**config.mk**
```make
export PLATFORM = sky130hd
export DESIGN_NAME = uart_tx_rx_ring_buffers
export DESIGN_NICKNAME = d
export VERILOG_FILES = /design/src/utrb_pkg.sv /design/src/utrb_front.sv /design/src/utrb_cmd_queue.sv /design/src/utrb_back.sv /design/src/uart_tx_rx_ring_buffers.sv
export SDC_FILE = /design/constraint.sdc
export NUM_CORES = 1
export LEC_CHECK = 0
export BUFFER_PORTS_ARGS = -buffer_cell sky130_fd_sc_hd__buf_2
export CORE_UTILIZATION = 40
export CTS_CLUSTER_SIZE = 30
export DETAILED_ROUTE_END_ITERATION = 16
export GPL_TIMING_DRIVEN = 1
export PLACE_DENSITY = 0.65
export REMOVE_ABC_BUFFERS = 1
export SLEW_MARGIN = 20
export SYNTH_ARGS = -nofsm -noshare
export SYNTH_HDL_FRONTEND = slang
export SYNTH_SLANG_ARGS = --single-unit
```
**constraint.sdc**
```tcl
create_clock -name clock -period 5.9 [get_ports clock]
set_input_delay 0 -clock clock [delete_from_list [all_inputs] [get_ports clock]]
set_output_delay 0 -clock clock [all_outputs]
set_load 0.02 [all_outputs]
```
**src/utrb_pkg.sv**
```systemverilog
// ----------------------------------------------------------------------------
// utrb_pkg
// Shared types, constants and helpers for the serial port ring buffer block.
// ----------------------------------------------------------------------------
package utrb_pkg;

   // ring geometry: each ring keeps one slot free
   localparam int RING_DEPTH = 64;
   localparam int PTR_W      = $clog2(RING_DEPTH);
   localparam int BYTE_W     = 8;

   // command queue between front and back
   localparam int Q_DEPTH = 2;
   localparam int Q_PTR_W = $clog2(Q_DEPTH);
   localparam int Q_CNT_W = $clog2(Q_DEPTH + 1);

   // port widths
   localparam int FUNC_W    = 2;
   localparam int REQ_DATA_W = 8;
   localparam int RSP_DATA_W = 24;

   // request function codes
   localparam logic [FUNC_W-1:0] FUNC_PUT      = 2'd0;
   localparam logic [FUNC_W-1:0] FUNC_GET      = 2'd1;
   localparam logic [FUNC_W-1:0] FUNC_RECV     = 2'd2;
   localparam logic [FUNC_W-1:0] FUNC_TX_READY = 2'd3;

   typedef enum logic [1:0] {
      CMD_PUT,
      CMD_GET,
      CMD_RECV,
      CMD_TX_READY
   } cmd_kind_type;

   // one classified request
   typedef struct packed {
      cmd_kind_type           kind;
      logic [BYTE_W-1:0]      data;
   } cmd_type;

   // response word, first field in the highest bits
   typedef struct packed {
      logic                   tx_armed_now;
      logic                   rx_enabled_now;
      logic                   tx_has_room;
      logic                   rx_nonempty;
      logic                   rx_dropped;
      logic [BYTE_W-1:0]      line_tx_byte;
      logic                   line_tx_valid;
      logic [BYTE_W-1:0]      get_byte;
      logic                   get_valid;
      logic                   put_accepted;
   } rsp_type;

   // pointer advance with wrap
   function automatic logic [PTR_W-1:0] ring_next(input logic [PTR_W-1:0] p);
      logic [PTR_W-1:0] n;
      if (p == PTR_W'(RING_DEPTH - 1)) begin
         n = '0;
      end else begin
         n = p + PTR_W'(1);
      end
      return n;
   endfunction

endpackage

```
**src/utrb_front.sv**
```systemverilog
// ----------------------------------------------------------------------------
// utrb_front
// Accepts requests and classifies them into commands for the queue.
// ----------------------------------------------------------------------------
module utrb_front (
   input  logic                          req_tvalid,
   output logic                          req_tready,
   input  logic [7:0]                    req_tdata,   // byte_in
   input  logic [1:0]                    req_tuser,   // func
   input  logic                          q_full,
   output logic                          q_push,
   output utrb_pkg::cmd_type             q_cmd
);
   import utrb_pkg::*;

   // take a request whenever the queue has a free slot
   assign req_tready = !q_full;
   assign q_push     = req_tvalid && !q_full;

   // decode the function code, keep the byte only where it is used
   always_comb begin
      q_cmd.data = '0;
      case (req_tuser)
         FUNC_PUT: begin
            q_cmd.kind = CMD_PUT;
            q_cmd.data = req_tdata;
         end
         FUNC_GET: begin
            q_cmd.kind = CMD_GET;
         end
         FUNC_RECV: begin
            q_cmd.kind = CMD_RECV;
            q_cmd.data = req_tdata;
         end
         FUNC_TX_READY: begin
            q_cmd.kind = CMD_TX_READY;
         end
         default: begin
            q_cmd.kind = CMD_TX_READY;
         end
      endcase
   end

endmodule

```
**src/utrb_cmd_queue.sv**
```systemverilog
// ----------------------------------------------------------------------------
// utrb_cmd_queue
// Short command queue that decouples the front from the back.
// ----------------------------------------------------------------------------
module utrb_cmd_queue (
   input  logic                          clock,
   input  logic                          reset,
   input  logic                          push,
   input  utrb_pkg::cmd_type             push_cmd,
   output logic                          full,
   input  logic                          pop,
   output logic                          head_valid,
   output utrb_pkg::cmd_type             head_cmd
);
   import utrb_pkg::*;

   cmd_type              slot_ff [Q_DEPTH];
   logic [Q_PTR_W-1:0]   wr_ptr_ff, wr_ptr_in;
   logic [Q_PTR_W-1:0]   rd_ptr_ff, rd_ptr_in;
   logic [Q_CNT_W-1:0]   count_ff, count_in;

   assign full       = (count_ff == Q_CNT_W'(Q_DEPTH));
   assign head_valid = (count_ff != '0);
   assign head_cmd   = slot_ff[rd_ptr_ff];

   // pointer and level update
   always_comb begin
      wr_ptr_in = wr_ptr_ff;
      rd_ptr_in = rd_ptr_ff;
      count_in  = count_ff;
      if (push) begin
         wr_ptr_in = (wr_ptr_ff == Q_PTR_W'(Q_DEPTH - 1)) ? '0 : wr_ptr_ff + Q_PTR_W'(1);
      end
      if (pop) begin
         rd_ptr_in = (rd_ptr_ff == Q_PTR_W'(Q_DEPTH - 1)) ? '0 : rd_ptr_ff + Q_PTR_W'(1);
      end
      if (push && !pop) begin
         count_in = count_ff + Q_CNT_W'(1);
      end else if (pop && !push) begin
         count_in = count_ff - Q_CNT_W'(1);
      end
   end

   always_ff @(posedge clock) begin
      if (reset) begin
         wr_ptr_ff <= '0;
         rd_ptr_ff <= '0;
         count_ff  <= '0;
      end else begin
         wr_ptr_ff <= wr_ptr_in;
         rd_ptr_ff <= rd_ptr_in;
         count_ff  <= count_in;
      end
   end

   // slot storage
   always_ff @(posedge clock) begin
      if (push) begin
         slot_ff[wr_ptr_ff] <= push_cmd;
      end
   end

endmodule

```
**src/utrb_back.sv**
```systemverilog
// ----------------------------------------------------------------------------
// utrb_back
// Executes commands against the transmit and receive rings, builds responses.
// ----------------------------------------------------------------------------
module utrb_back (
   input  logic                          clock,
   input  logic                          reset,
   input  logic                          cmd_valid,
   input  utrb_pkg::cmd_type             cmd,
   output logic                          cmd_pop,
   output logic                          rsp_tvalid,
   input  logic                          rsp_tready,
   output utrb_pkg::rsp_type             rsp_tdata
);
   import utrb_pkg::*;

   typedef enum logic {
      B_IDLE,
      B_FIN
   } back_state_type;

   back_state_type       state_ff, state_in;
   logic [PTR_W-1:0]     tx_wr_ff, tx_wr_in;
   logic [PTR_W-1:0]     tx_rd_ff, tx_rd_in;
   logic [PTR_W-1:0]     rx_wr_ff, rx_wr_in;
   logic [PTR_W-1:0]     rx_rd_ff, rx_rd_in;
   logic                 rx_en_ff, rx_en_in;
   logic                 tx_arm_ff, tx_arm_in;
   rsp_type              pend_ff, pend_in;
   logic                 rsp_valid_ff;
   rsp_type              rsp_data_ff;
   rsp_type              fin_rsp;

   logic [BYTE_W-1:0]    tx_mem [RING_DEPTH];
   logic [BYTE_W-1:0]    rx_mem [RING_DEPTH];
   logic [BYTE_W-1:0]    tx_q_ff;
   logic [BYTE_W-1:0]    rx_q_ff;
   logic                 tx_we;
   logic                 rx_we;
   logic                 start;
   logic [PTR_W-1:0]     tx_wr_nxt;
   logic [PTR_W-1:0]     rx_wr_nxt;

   // start a command once the response slot is free by the finish cycle
   assign start   = (state_ff == B_IDLE) && cmd_valid && (!rsp_valid_ff || rsp_tready);
   assign cmd_pop = start;

   assign tx_wr_nxt = ring_next(tx_wr_ff);
   assign rx_wr_nxt = ring_next(rx_wr_ff);

   // command execution: pointers, flags and pending response fields
   always_comb begin
      state_in  = state_ff;
      tx_wr_in  = tx_wr_ff;
      tx_rd_in  = tx_rd_ff;
      rx_wr_in  = rx_wr_ff;
      rx_rd_in  = rx_rd_ff;
      rx_en_in  = rx_en_ff;
      tx_arm_in = tx_arm_ff;
      pend_in   = pend_ff;
      tx_we     = 1'b0;
      rx_we     = 1'b0;
      if (start) begin
         pend_in  = '0;
         state_in = B_FIN;
         case (cmd.kind)
            CMD_PUT: begin
               if (tx_wr_nxt != tx_rd_ff) begin
                  tx_we                = 1'b1;
                  tx_wr_in             = tx_wr_nxt;
                  tx_arm_in            = 1'b1;
                  pend_in.put_accepted = 1'b1;
               end
            end
            CMD_GET: begin
               if (rx_wr_ff != rx_rd_ff) begin
                  rx_rd_in          = ring_next(rx_rd_ff);
                  pend_in.get_valid = 1'b1;
               end
            end
            CMD_RECV: begin
               if (!rx_en_ff) begin
                  pend_in.rx_dropped = 1'b1;
               end else if (rx_wr_nxt == rx_rd_ff) begin
                  rx_en_in           = 1'b0;
                  pend_in.rx_dropped = 1'b1;
               end else begin
                  rx_we    = 1'b1;
                  rx_wr_in = rx_wr_nxt;
               end
            end
            CMD_TX_READY: begin
               if (tx_arm_ff) begin
                  if (tx_wr_ff == tx_rd_ff) begin
                     tx_arm_in = 1'b0;
                  end else begin
                     tx_rd_in              = ring_next(tx_rd_ff);
                     pend_in.line_tx_valid = 1'b1;
                  end
               end
            end
            default: begin
               pend_in = '0;
            end
         endcase
         // status after the step
         pend_in.rx_nonempty    = (rx_wr_in != rx_rd_in);
         pend_in.tx_has_room    = (ring_next(tx_wr_in) != tx_rd_in);
         pend_in.rx_enabled_now = rx_en_in;
         pend_in.tx_armed_now   = tx_arm_in;
      end else if (state_ff == B_FIN) begin
         state_in = B_IDLE;
      end
   end

   // finished response: pending fields plus the registered ring bytes
   always_comb begin
      fin_rsp              = pend_ff;
      fin_rsp.get_byte     = pend_ff.get_valid ? rx_q_ff : '0;
      fin_rsp.line_tx_byte = pend_ff.line_tx_valid ? tx_q_ff : '0;
   end

   // state, ring pointers and response register
   always_ff @(posedge clock) begin
      if (reset) begin
         state_ff     <= B_IDLE;
         tx_wr_ff     <= '0;
         tx_rd_ff     <= '0;
         rx_wr_ff     <= '0;
         rx_rd_ff     <= '0;
         rx_en_ff     <= 1'b1;
         tx_arm_ff    <= 1'b0;
         rsp_valid_ff <= 1'b0;
         rsp_data_ff  <= '0;
      end else begin
         state_ff  <= state_in;
         tx_wr_ff  <= tx_wr_in;
         tx_rd_ff  <= tx_rd_in;
         rx_wr_ff  <= rx_wr_in;
         rx_rd_ff  <= rx_rd_in;
         rx_en_ff  <= rx_en_in;
         tx_arm_ff <= tx_arm_in;
         if (state_ff == B_FIN) begin
            rsp_valid_ff <= 1'b1;
            rsp_data_ff  <= fin_rsp;
         end else if (rsp_tready) begin
            rsp_valid_ff <= 1'b0;
         end
      end
   end

   // pending response fields
   always_ff @(posedge clock) begin
      pend_ff <= pend_in;
   end

   // transmit ring memory, read at the head pointer
   always_ff @(posedge clock) begin
      if (tx_we) begin
         tx_mem[tx_wr_ff] <= cmd.data;
      end
      tx_q_ff <= tx_mem[tx_rd_ff];
   end

   // receive ring memory, read at the head pointer
   always_ff @(posedge clock) begin
      if (rx_we) begin
         rx_mem[rx_wr_ff] <= cmd.data;
      end
      rx_q_ff <= rx_mem[rx_rd_ff];
   end

   assign rsp_tvalid = rsp_valid_ff;
   assign rsp_tdata  = rsp_data_ff;

endmodule

```
**src/uart_tx_rx_ring_buffers.sv**
```systemverilog
// ----------------------------------------------------------------------------
// uart_tx_rx_ring_buffers
// Transmit and receive byte rings for a serial port, one response per request.
//
//   channel  direction  handshake              payload
//   req      in         req_tvalid/req_tready  tuser: func, tdata: byte_in
//   rsp      out        rsp_tvalid/rsp_tready  tdata: ten response fields
//
// In the back end each request first updates the ring pointers and issues
// the ring memory read (B_IDLE), then loads the registered read byte into
// the response register (B_FIN). The two-entry command queue keeps
// accepting requests while the back end works or the response waits.
// Reset is synchronous: rings empty, reception on, transmit request off.
// A stalled response holds the back end; the front stalls once the queue fills.
// ----------------------------------------------------------------------------
module uart_tx_rx_ring_buffers (
   input  logic         clock,
   input  logic         reset,
   input  logic         req_tvalid,
   output logic         req_tready,
   input  logic [7:0]   req_tdata,   // byte_in
   input  logic [1:0]   req_tuser,   // func
   output logic         rsp_tvalid,
   input  logic         rsp_tready,
   // put_accepted, get_valid, get_byte[7:0], line_tx_valid, line_tx_byte[7:0],
   // rx_dropped, rx_nonempty, tx_has_room, rx_enabled_now, tx_armed_now
   output logic [23:0]  rsp_tdata
);
   import utrb_pkg::*;

   logic     q_full;
   logic     q_push;
   cmd_type  q_cmd;
   logic     q_pop;
   logic     head_valid;
   cmd_type  head_cmd;
   rsp_type  rsp_word;

   // request classification
   utrb_front u_front (
      .req_tvalid (req_tvalid),
      .req_tready (req_tready),
      .req_tdata  (req_tdata),
      .req_tuser  (req_tuser),
      .q_full     (q_full),
      .q_push     (q_push),
      .q_cmd      (q_cmd)
   );

   // decoupling queue
   utrb_cmd_queue u_queue (
      .clock      (clock),
      .reset      (reset),
      .push       (q_push),
      .push_cmd   (q_cmd),
      .full       (q_full),
      .pop        (q_pop),
      .head_valid (head_valid),
      .head_cmd   (head_cmd)
   );

   // ring execution
   utrb_back u_back (
      .clock      (clock),
      .reset      (reset),
      .cmd_valid  (head_valid),
      .cmd        (head_cmd),
      .cmd_pop    (q_pop),
      .rsp_tvalid (rsp_tvalid),
      .rsp_tready (rsp_tready),
      .rsp_tdata  (rsp_word)
   );

   assign rsp_tdata = rsp_word;

   // at most one action kind per response
   assert property (@(posedge clock) disable iff (reset)
      rsp_tvalid |-> $onehot0({rsp_word.put_accepted, rsp_word.get_valid,
                               rsp_word.line_tx_valid, rsp_word.rx_dropped}))
      else $error("more than one action flagged in one response");

   // bytes are zero unless the matching valid flag is set
   assert property (@(posedge clock) disable iff (reset)
      rsp_tvalid |-> ((rsp_word.get_valid || rsp_word.get_byte == '0) &&
                      (rsp_word.line_tx_valid || rsp_word.line_tx_byte == '0)))
      else $error("response byte set without its valid flag");

   // a byte handed out leaves the transmit request armed
   assert property (@(posedge clock) disable iff (reset)
      (rsp_tvalid && rsp_word.line_tx_valid) |-> rsp_word.tx_armed_now)
      else $error("transmit byte handed out while request disarmed");

endmodule

```
==> impl_metrics.tcl, run 1 <==
set metrics [dict create \
    cap_violations 0 \
    yosysTopAreaCell "edfxtp_1" \
    htree_levels 3 \
    die_area_sq_um 113000 \
    crit_path_start "u_back.tx_wr_ff[0]" \
    final_nets 2429 \
    drt-vias-per-instance 5.69 \
    syn_area_per_cell_sq_um 18.8 \
    setup_viol 0 \
    drive_gt1_frac 0.199 \
    cts.sinks 1125 \
    fp.dieW_um 336 \
    synth_edf_count 1052 \
    worstHoldPathCells 2 \
    drtPass1Iterations 6 \
    dp.cells 3775 \
    synth_top_area_share 0.707 \
    io_pins 40 \
    ctsResizeCount 0 \
    final_cells 3983 \
    setup_slack_ns 1.39 \
    grt_pass1_vias 22689 \
    critical_path_required_ns 6.19 \
    worst-r2r-cell-count 9 \
    cts_setup_buffers 0 \
    status "complete, no violations" \
    dp_hpwl_um 62000 \
    place_ws_ns 1.43 \
    finalMaxSlewViolations 0 \
    final_cell_area_sq_um 50000 \
    cts_tree "yes" \
    ys.flop_type "edfxtp_1" \
    start_util 0.404 \
    ctsHoldBuffers 15 \
    synth_cell_type_count 77 \
    core_area_sq_um 111000 \
    cpMaxStageDelayCell "nor2_1" \
    cp_num_cells 9 \
    cp_num_buf_inv 1 \
    track_usage 0.182 \
    die_h_um 336 \
    row_count 122 \
    area.growth.synth_to_final_pct 12.0 \
    grt_pass1_wl_um 153000 \
    async_flop_share 0 \
    clkLatencyLatePin_ns 0.67 \
    final_core_util 0.452 \
    overflow 0 \
    routed_wl_um 103000 \
    clk_path_buf_depth 3 \
    crit_family "simple AND/OR/NAND/NOR gates" \
    final.period_utilization 0.765 \
    power.leakage_nw 14.9 \
    worstHoldStart "req_tuser[1]" \
    grt_start_max_net_pins 85 \
    n_antenna_cell 0 \
    crit_arrival_ns 4.80 \
    cts-root-buf "clkbuf_16" \
    dpl-instance-area_sq_um 46400 \
    netlist_instances 2372 \
    period_needed_ns 4.51 \
    drtIter0Drc 2449 \
    synth_area_sq_um 44700 \
    grt_antenna_before_repair 0 \
    slew_headroom 0.246 \
    cp-end-kind "flip-flop" \
    final_cell_mix "1052 x edfxtp_1, 232 x mux4_2, 194 x nor2_1" \
    hp-class "input pin to flip-flop" \
    finalHoldViolCount 0 \
    ir_worst_vdd_uv 454 \
    ys_ff_latch 1125 \
    ys_warn_count 0 \
    finClkSkew_ns 0.0215 \
    synthTopCellsByArea "edfxtp_1 71%, mux4_2 12%, mux2i_1 3.5%" \
    drc 0 \
    path_max_fanout 15 \
    power.density_nw_per_um2 399 \
    worstReg2RegStart "u_back.tx_wr_ff[0]" \
    ys_seq_area_frac 0.740 \
    vias 22653 \
    path_cells "ha_1, a32oi_1, o21a_1, o21ai_0, a211oi_2, nor3_1, buf_4, nand4b_1, nor2_1" \
    worst_pin_slew_ns 1.13 \
    hold_ws_ns 0.0749 \
    rsz0062_at_grt "no" \
    io_buffers 39 \
    path_clk_slew_ns 0.06 \
    ant_nets 0 \
    routedWlPerCell_um 25.8 \
    max_freq_ghz 0.222 \
    gp_congestion 0.858 \
    max_stage_delay_ns 0.86 \
    path_class "flip-flop to flip-flop" \
    layout_commonest_cell "edfxtp_1" \
    cts_buffers 102 \
    start_kind "flip-flop" \
]
-- worst paths after layout --
check / to / slack [ns]
max reg2reg: u_back.tx_mem[29][7] / 1.39
min reg2reg: u_back.rsp_tdata[16] / 0.46
min: u_queue.slot_ff[0][9] / 0.07
max: u_back.tx_mem[29][7] / 1.39
-- where the power goes --
| part | internal (mW) | total [mW] | switching [mW] |
|---|---|---|---|
| combinational | 1.03 | 3.18 | 2.15 |
| clock | 3.91 | 6.79 | 2.88 |
| sequential | 9.75 | 10.0 | 0.255 |
| total | 14.7 | 20.0 | 5.28 |
-- per-layer routing --
metal / global-route usage / share of wire / vias to the layer above
li1: - / - / 9697
met1: 0.262 / 0.43 / 11845
met2: 0.287 / 0.47 / 987
met3: 0.0306 / 0.074 / 124
met4: 0.0492 / 0.019 / 0
met5: 0 / 0 / -
-- state kept, by name, indices dropped and copies added, names as in the netlist, named ones only --
register and cells:
u_back.fin_rsp 8, u_back.rsp_tdata 24, u_back.rsp_tvalid 1, u_back.rx_en_ff 1, u_back.rx_mem 512, u_back.rx_q_ff 8
u_back.rx_rd_ff 6, u_back.rx_wr_ff 6, u_back.state_ff 1, u_back.tx_arm_ff 1, u_back.tx_mem 512, u_back.tx_q_ff 8
u_back.tx_rd_ff 6, u_back.tx_wr_ff 6, u_queue.count_ff 2, u_queue.rd_ptr_ff 1, u_queue.slot_ff 20, u_queue.wr_ptr_ff 1
-- cell usage after synthesis, types with 22 or more instances --
master,count
a21oi_1,61
buf_1,44
buf_2,22
clkbuf_1,79
dfxtp_1,73
edfxtp_1,1052
mux2i_1,155
mux4_2,232
nand2_1,71
nand3_1,22
nor2_1,195
o221ai_1,64
o22ai_1,32
xnor2_1,23
xor2_1,25
-- metrics by stage --
stage               total power, mW   TNS, ns
finish                         20.0         0
global route                   20.6         0
CTS                            20.1         0
detailed placement             13.4         0
global placement               13.3         0
floorplan                      12.2  -2899.06
-- logic make-up after synthesis --
group / count (synthesis) / share of synthesized area
simple gates: 381 / 0.0389
compound gates: 242 / 0.0388
buf+inv: 170 / 0.0157
xor+xnor: 50 / 0.0103
fa+ha+maj: 9 / 0.00252
mux: 395 / 0.154
flops: 1125 / 0.740
-- final cells by class --
class | instances | area [sq um]
sequential | 1125 | 33100
inverter | 17 | 63.8
fill | 9169 | 60600
tap | 1488 | 1860
clock buffer | 134 | 2820
clock inverter | 59 | 652
timing repair buffer | 83 | 596
multi-input combinational | 1077 | 11000
Note: power is estimated with default switching activity, not from simulation.
==> run 2: changes to the inputs <==
==> constraint.sdc (replaced) <==
create_clock -name clock -period 4.23 [get_ports clock]
set_input_delay 0 -clock clock [delete_from_list [all_inputs] [get_ports clock]]
set_output_delay 0 -clock clock [all_outputs]
set_load 0.02 [all_outputs]
==> run 2 against run 1 <==
Effect of this change:
- non-clock buffer count is 119 higher
- register-to-register slack got worse by 0.97 ns
- flip-flop and latch count unchanged
- combinational power up 46%
- fmax grew 18%
- clock skew increased by 0.0035 ns
- first-iteration DRC count fell by 1.3%
- global-route usage hardly changed
- die area stayed put
==> impl_metrics.tcl, run 2 (synthesis results as in run 1) <==
set metrics [dict create \
    die_h_um 336 \
    crit_arrival_ns 4.18 \
    worst-r2r-cell-count 10 \
    path_clk_slew_ns 0.06 \
    clkLatencyLatePin_ns 0.67 \
    cts.sinks 1125 \
    start_util 0.404 \
    final_nets 2549 \
    cts_setup_buffers 0 \
    grt_pass1_vias 22962 \
    final_cell_mix "1052 x edfxtp_1, 232 x mux4_2, 195 x nor2_1" \
    drtPass1Iterations 5 \
    start_kind "flip-flop" \
    crit_family "simple AND/OR/NAND/NOR gates" \
    cts-root-buf "clkbuf_16" \
    max_stage_delay_ns 0.64 \
    ant_nets 0 \
    cpMaxStageDelayCell "dfxtp_1" \
    row_count 122 \
    io_buffers 39 \
    drive_gt1_frac 0.230 \
    cp-end-kind "flip-flop" \
    hold_ws_ns 0.104 \
    rsz0062_at_grt "no" \
    worst_pin_slew_ns 1.00 \
    vias 22949 \
    ctsResizeCount 0 \
    critical_path_required_ns 4.60 \
    dp_hpwl_um 63500 \
    max_freq_ghz 0.263 \
    setup_slack_ns 0.421 \
    clk_path_buf_depth 3 \
    period_needed_ns 3.81 \
    finalMaxSlewViolations 0 \
    grt_start_max_net_pins 129 \
    routed_wl_um 102000 \
    finClkSkew_ns 0.0250 \
    worstReg2RegStart "u_back.rx_wr_ff[2]" \
    place_ws_ns 0.494 \
    gp_congestion 0.888 \
    ir_worst_vdd_uv 546 \
    overflow 0 \
    path_max_fanout 16 \
    ctsHoldBuffers 15 \
    worstHoldPathCells 2 \
    area.growth.synth_to_final_pct 14.3 \
    tns_ns 0 \
    io_pins 40 \
    grt_pass1_wl_um 153000 \
    power.density_nw_per_um2 548 \
    setup_viol 0 \
    drt-vias-per-instance 5.60 \
    htree_levels 3 \
    cts_buffers 103 \
    r2r_slack_ns 0.42 \
    cp_num_buf_inv 2 \
    core_area_sq_um 111000 \
    power.leakage_nw 15.6 \
    grt_antenna_before_repair 1 \
    drtIter0Drc 2418 \
    worstHoldStart "req_tuser[1]" \
    slew_headroom 0.333 \
    path_cells "nand3_1, xor2_1, a21oi_1, xor2_1, o41ai_2, buf_4, nor2_2, nand3_1, nor2_1, buf_4" \
    fp.dieW_um 336 \
    timing.rr.end "u_back.rx_mem[36][7]" \
    final.period_utilization 0.900 \
    drc 0 \
    die_area_sq_um 113000 \
    cap_violations 0 \
    routedWlPerCell_um 24.9 \
    path_class "flip-flop to flip-flop" \
    p_total_mw 28.0 \
    track_usage 0.182 \
    layout_commonest_cell "edfxtp_1" \
    finalHoldViolCount 0 \
    cts_tree "yes" \
    hp-class "input pin to flip-flop" \
    holdPathEnd "u_queue.slot_ff[1][9]" \
    status "complete, no violations" \
]
## run 2: layout make-up
cell class	count	area [sq um]
fill	9099	59600
sequential	1125	33100
multi-input combinational	1077	10900
clock buffer	129	2770
tap	1488	1860
timing repair buffer	202	1630
clock inverter	60	707
inverter	17	63.8
antenna	1	2.50
## run 2: stage by stage
stage	instances	instance area, sq um	util
floorplan	2219	44000	-
global placement	3894	47400	0.429
detailed placement	3894	47400	0.429
CTS	4098	51000	0.461
global route	4098	51000	0.461
finish	4099	51100	0.461
## run 2: worst max-delay path by stage
stage | slack [ns] | depth (start not counted) | to | start
detailed placement | 0.49 | 8 | u_back.rx_mem[15][5] | u_back.rx_wr_ff[2]
global placement | 0.70 | 10 | u_back.tx_mem[32][5] | u_back.tx_wr_ff[1]
finish | 0.42 | 10 | u_back.rx_mem[36][7] | u_back.rx_wr_ff[2]
CTS | 0.46 | 8 | u_back.rx_mem[15][5] | u_back.rx_wr_ff[2]
global route | 0.25 | 11 | u_back.fin_rsp[21] | u_back.tx_wr_ff[1]
floorplan | -6.14 | 7 | u_back.tx_mem[13][0] | u_back.tx_rd_ff[0]
## run 2: where the power goes
| part | internal [mW] | switching [mW] |
|---|---|---|
| Clock | 5.51 | 3.99 |
| Combinational | 1.57 | 3.08 |
| Sequential | 13.6 | 0.252 |
## run 2: per-layer routing
layer	up-vias	track usage	part of all wire
met1	11957	0.262	0.43
met2	953	0.294	0.48
met4	2	0.0446	0.017
met3	126	0.0249	0.072
met5	-	0	0.000078
li1	9911	-	-
==> run 3: changes to the inputs <==
--- a/config.mk
+++ b/config.mk
@@ -5,14 +5,15 @@
 export SDC_FILE = /design/constraint.sdc
 export NUM_CORES = 1
 export LEC_CHECK = 0
-export BUFFER_PORTS_ARGS = -buffer_cell sky130_fd_sc_hd__buf_2
 export CORE_UTILIZATION = 40
 export CTS_CLUSTER_SIZE = 30
 export DETAILED_ROUTE_END_ITERATION = 16
+export DONT_BUFFER_PORTS = 1
 export GPL_TIMING_DRIVEN = 1
-export PLACE_DENSITY = 0.65
+export PLACE_DENSITY = 0.64
 export REMOVE_ABC_BUFFERS = 1
 export SLEW_MARGIN = 20
 export SYNTH_ARGS = -nofsm -noshare
 export SYNTH_HDL_FRONTEND = slang
+export SYNTH_HIERARCHICAL = 1
 export SYNTH_SLANG_ARGS = --single-unit
==> run 3 against run 2 <==
Effect of this change:
- register-to-register slack lost 0.11 ns
- synthesized cell count decreased by 9.4%
- hold slack better by 0.0071 ns
- cell count shrank 5.8%
- largest cell class unchanged
==> impl_metrics.tcl, run 3 <==
set metrics [dict create \
    status "complete, no violations" \
    drtPass1Iterations 9 \
    synth_top_area_share 0.712 \
    fp.dieW_um 335 \
    io_pins 40 \
    power.density_nw_per_um2 571 \
    grt_pass1_wl_um 148000 \
    cts-root-buf "clkbuf_16" \
    path_class "flip-flop to flip-flop" \
    hp-class "input pin to flip-flop" \
    crit_family "compound AO/OA/AOI/OAI gates" \
    power.leakage_nw 15.6 \
    path_cells "nand3_1, o21ai_1, a211oi_2, o41ai_4, mux2i_1, inv_1, ha_1, xor3_1, nand2_1, a21oi_1, a211o_1, nor3_1, nand4b_1" \
    worstReg2RegStart "u_back/tx_wr_ff[2]" \
    drtIter0Drc 2541 \
    die_area_sq_um 112000 \
    yosysTopAreaCell "edfxtp_1" \
    ys_ff_latch 1125 \
    start_util 0.406 \
    cp_num_buf_inv 1 \
    cts_buffers 109 \
    ys_seq_area_frac 0.744 \
    place_ws_ns 0.401 \
    synthTopCellsByArea "edfxtp_1 71%, mux4_2 17%, dfxtp_1 3.3%" \
    max_stage_delay_ns 0.58 \
    setup_slack_ns 0.310 \
    grt_start_max_net_pins 136 \
    synth_cell_type_count 68 \
    core_area_sq_um 109000 \
    cts_setup_buffers 0 \
    critical_path_required_ns 4.66 \
    ys.flop_type "edfxtp_1" \
    grt_pass1_vias 22031 \
    final_nets 2317 \
    worst-r2r-cell-count 13 \
    async_flop_share 0 \
    cp-end-kind "flip-flop" \
    synth_most_common_cell "edfxtp_1" \
    finClkSkew_ns 0.0254 \
    routed_wl_um 99800 \
    final_cell_mix "1052 x edfxtp_1, 336 x mux4_2, 201 x nor2_1" \
    cap_violations 0 \
    routedWlPerCell_um 25.9 \
    cts.sinks 1125 \
    clkLatencyLatePin_ns 0.68 \
    vias 21684 \
    rsz0062_at_grt "no" \
    drive_gt1_frac 0.281 \
    final_cell_area_sq_um 50800 \
    crit_arrival_ns 4.35 \
    final.period_utilization 0.927 \
    cp_num_cells 13 \
    ir_worst_vdd_uv 402 \
    r2r_slack_ns 0.31 \
    drt-vias-per-instance 5.62 \
    htree_levels 3 \
    finalHoldViolCount 0 \
    dp_hpwl_um 61300 \
    final_core_util 0.464 \
    synth_edf_count 1052 \
    drc 0 \
    finalMaxSlewViolations 0 \
    worst_pin_slew_ns 1.13 \
    period_needed_ns 3.92 \
    grt_antenna_before_repair 0 \
    crit_path_start "u_back/tx_wr_ff[2]" \
    path_clk_slew_ns 0.06 \
    syn_area_per_cell_sq_um 20.7 \
    overflow 0 \
    start_kind "flip-flop" \
    netlist_instances 2148 \
    yosys-top-cells-count "1052 x edfxtp_1, 336 x mux4_2, 201 x nor2_1, 79 x clkbuf_1, 73 x dfxtp_1" \
    critPathCapture "u_back/fin_rsp[21]" \
    clk_path_buf_depth 3 \
    ys_warn_count 6 \
    synth_area_sq_um 44400 \
    area.growth.synth_to_final_pct 14.4 \
    max_freq_ghz 0.255 \
    die_h_um 335 \
    setup_viol 0 \
    track_usage 0.178 \
    cts_tree "yes" \
    row_count 121 \
    gp_congestion 0.906 \
    slew_headroom 0.249 \
    path_max_fanout 12 \
    layout_commonest_cell "edfxtp_1" \
    ant_nets 0 \
    dpl-instance-area_sq_um 46900 \
    final_cells 3861 \
    io_buffers 0 \
    dp.cells 3641 \
    timing.rr.end "u_back/fin_rsp[21]" \
    cpMaxStageDelayCell "o41ai_4" \
]
[run 3: metrics by stage]
| step | power, mW | hold slack, ns | TNS [ns] |
|---|---|---|---|
| 2_1_floorplan | 17.4 | 0.0691 | -3725.63 |
| 6_report | 29.0 | 0.111 | 0 |
| 4_1_cts | 29.2 | 0.0710 | 0 |
| 3_5_place_dp | 19.4 | 0.0935 | 0 |
| 3_3_place_gp | 19.3 | 0.0925 | 0 |
| 5_1_grt | 29.9 | 0.112 | 0 |
[run 3: where the power goes]
part | switching [mW] | leakage, nW | internal (mW)
Combinational | 3.33 | 3.74 | 2.13
Sequential | 0.278 | 10.1 | 13.4
Clock | 4.06 | 1.77 | 5.77
[run 3: worst min path at each step]
| stage | endpoint | slack, ns | start | depth (start not counted) |
|---|---|---|---|---|
| global route | u_queue/slot_ff[0][2] | 0.11 | req_tdata[2] | 2 |
| floorplan | u_back/rx_rd_ff[0] | 0.07 | reset | 1 |
| detailed placement | u_back/rsp_tdata[4] | 0.09 | reset | 1 |
| CTS | u_back/rsp_tvalid | 0.07 | rsp_tready | 4 |
| global placement | u_back/rsp_tdata[4] | 0.09 | reset | 1 |
| finish | u_queue/slot_ff[0][6] | 0.11 | req_tdata[6] | 2 |
[run 3: layer usage]
| metal | share of wire | vias up | track usage |
|---|---|---|---|
| met2 | 0.50 | 797 | 0.298 |
| met4 | 0.025 | 0 | 0.0488 |
| met5 | 0 | - | 0 |
| met3 | 0.060 | 162 | 0.0264 |
| met1 | 0.41 | 11600 | 0.242 |
| li1 | - | 9125 | - |
[run 3: worst reg2reg max path: cells and delay by family (launching register included)]
kind | cells | cell delay [ns]
AO/OA/AOI/OAI | 5 | 1.45
AND/OR/NAND/NOR | 4 | 0.71
flip-flops | 1 | 0.55
XOR/XNOR | 1 | 0.42
multiplexers | 1 | 0.30
adder cells (fa/ha/maj) | 1 | 0.20
buffers and inverters | 1 | 0.07
[run 3: cell type report]
cell class                      instances  area, sq um
Multi-Input combinational cell        876        10800
Antenna cell                            1         2.50
Clock inverter                         62          739
Fill cell                            8935        58700
Tap cell                             1476         1850
Inverter                               15         56.3
Clock buffer                          140         2910
Sequential cell                      1125        33100
Timing Repair Buffer                  166         1390
[run 3: cells by family (layout without fill, tap and decap cells)]
group,after synthesis,in the layout,share of synthesized area
buffers and inverters,147,383,0.0134
AOI/OAI and AO/OA,98,98,0.0160
other,0,1,0
muxes,366,366,0.177
DFF,1125,1125,0.744
xor gates and xnor gates,43,43,0.00882
and+or+nand+nor,359,359,0.0371
adders and majority gates,10,10,0.00282
[run 3: timing repair]
action / in CTS / in global routing
endpoints found under the setup margin: 0 / 1
gates resized for setup: 0 / 1
hold buffers: 16 / 0
endpoints found under the hold margin: 97 / 0
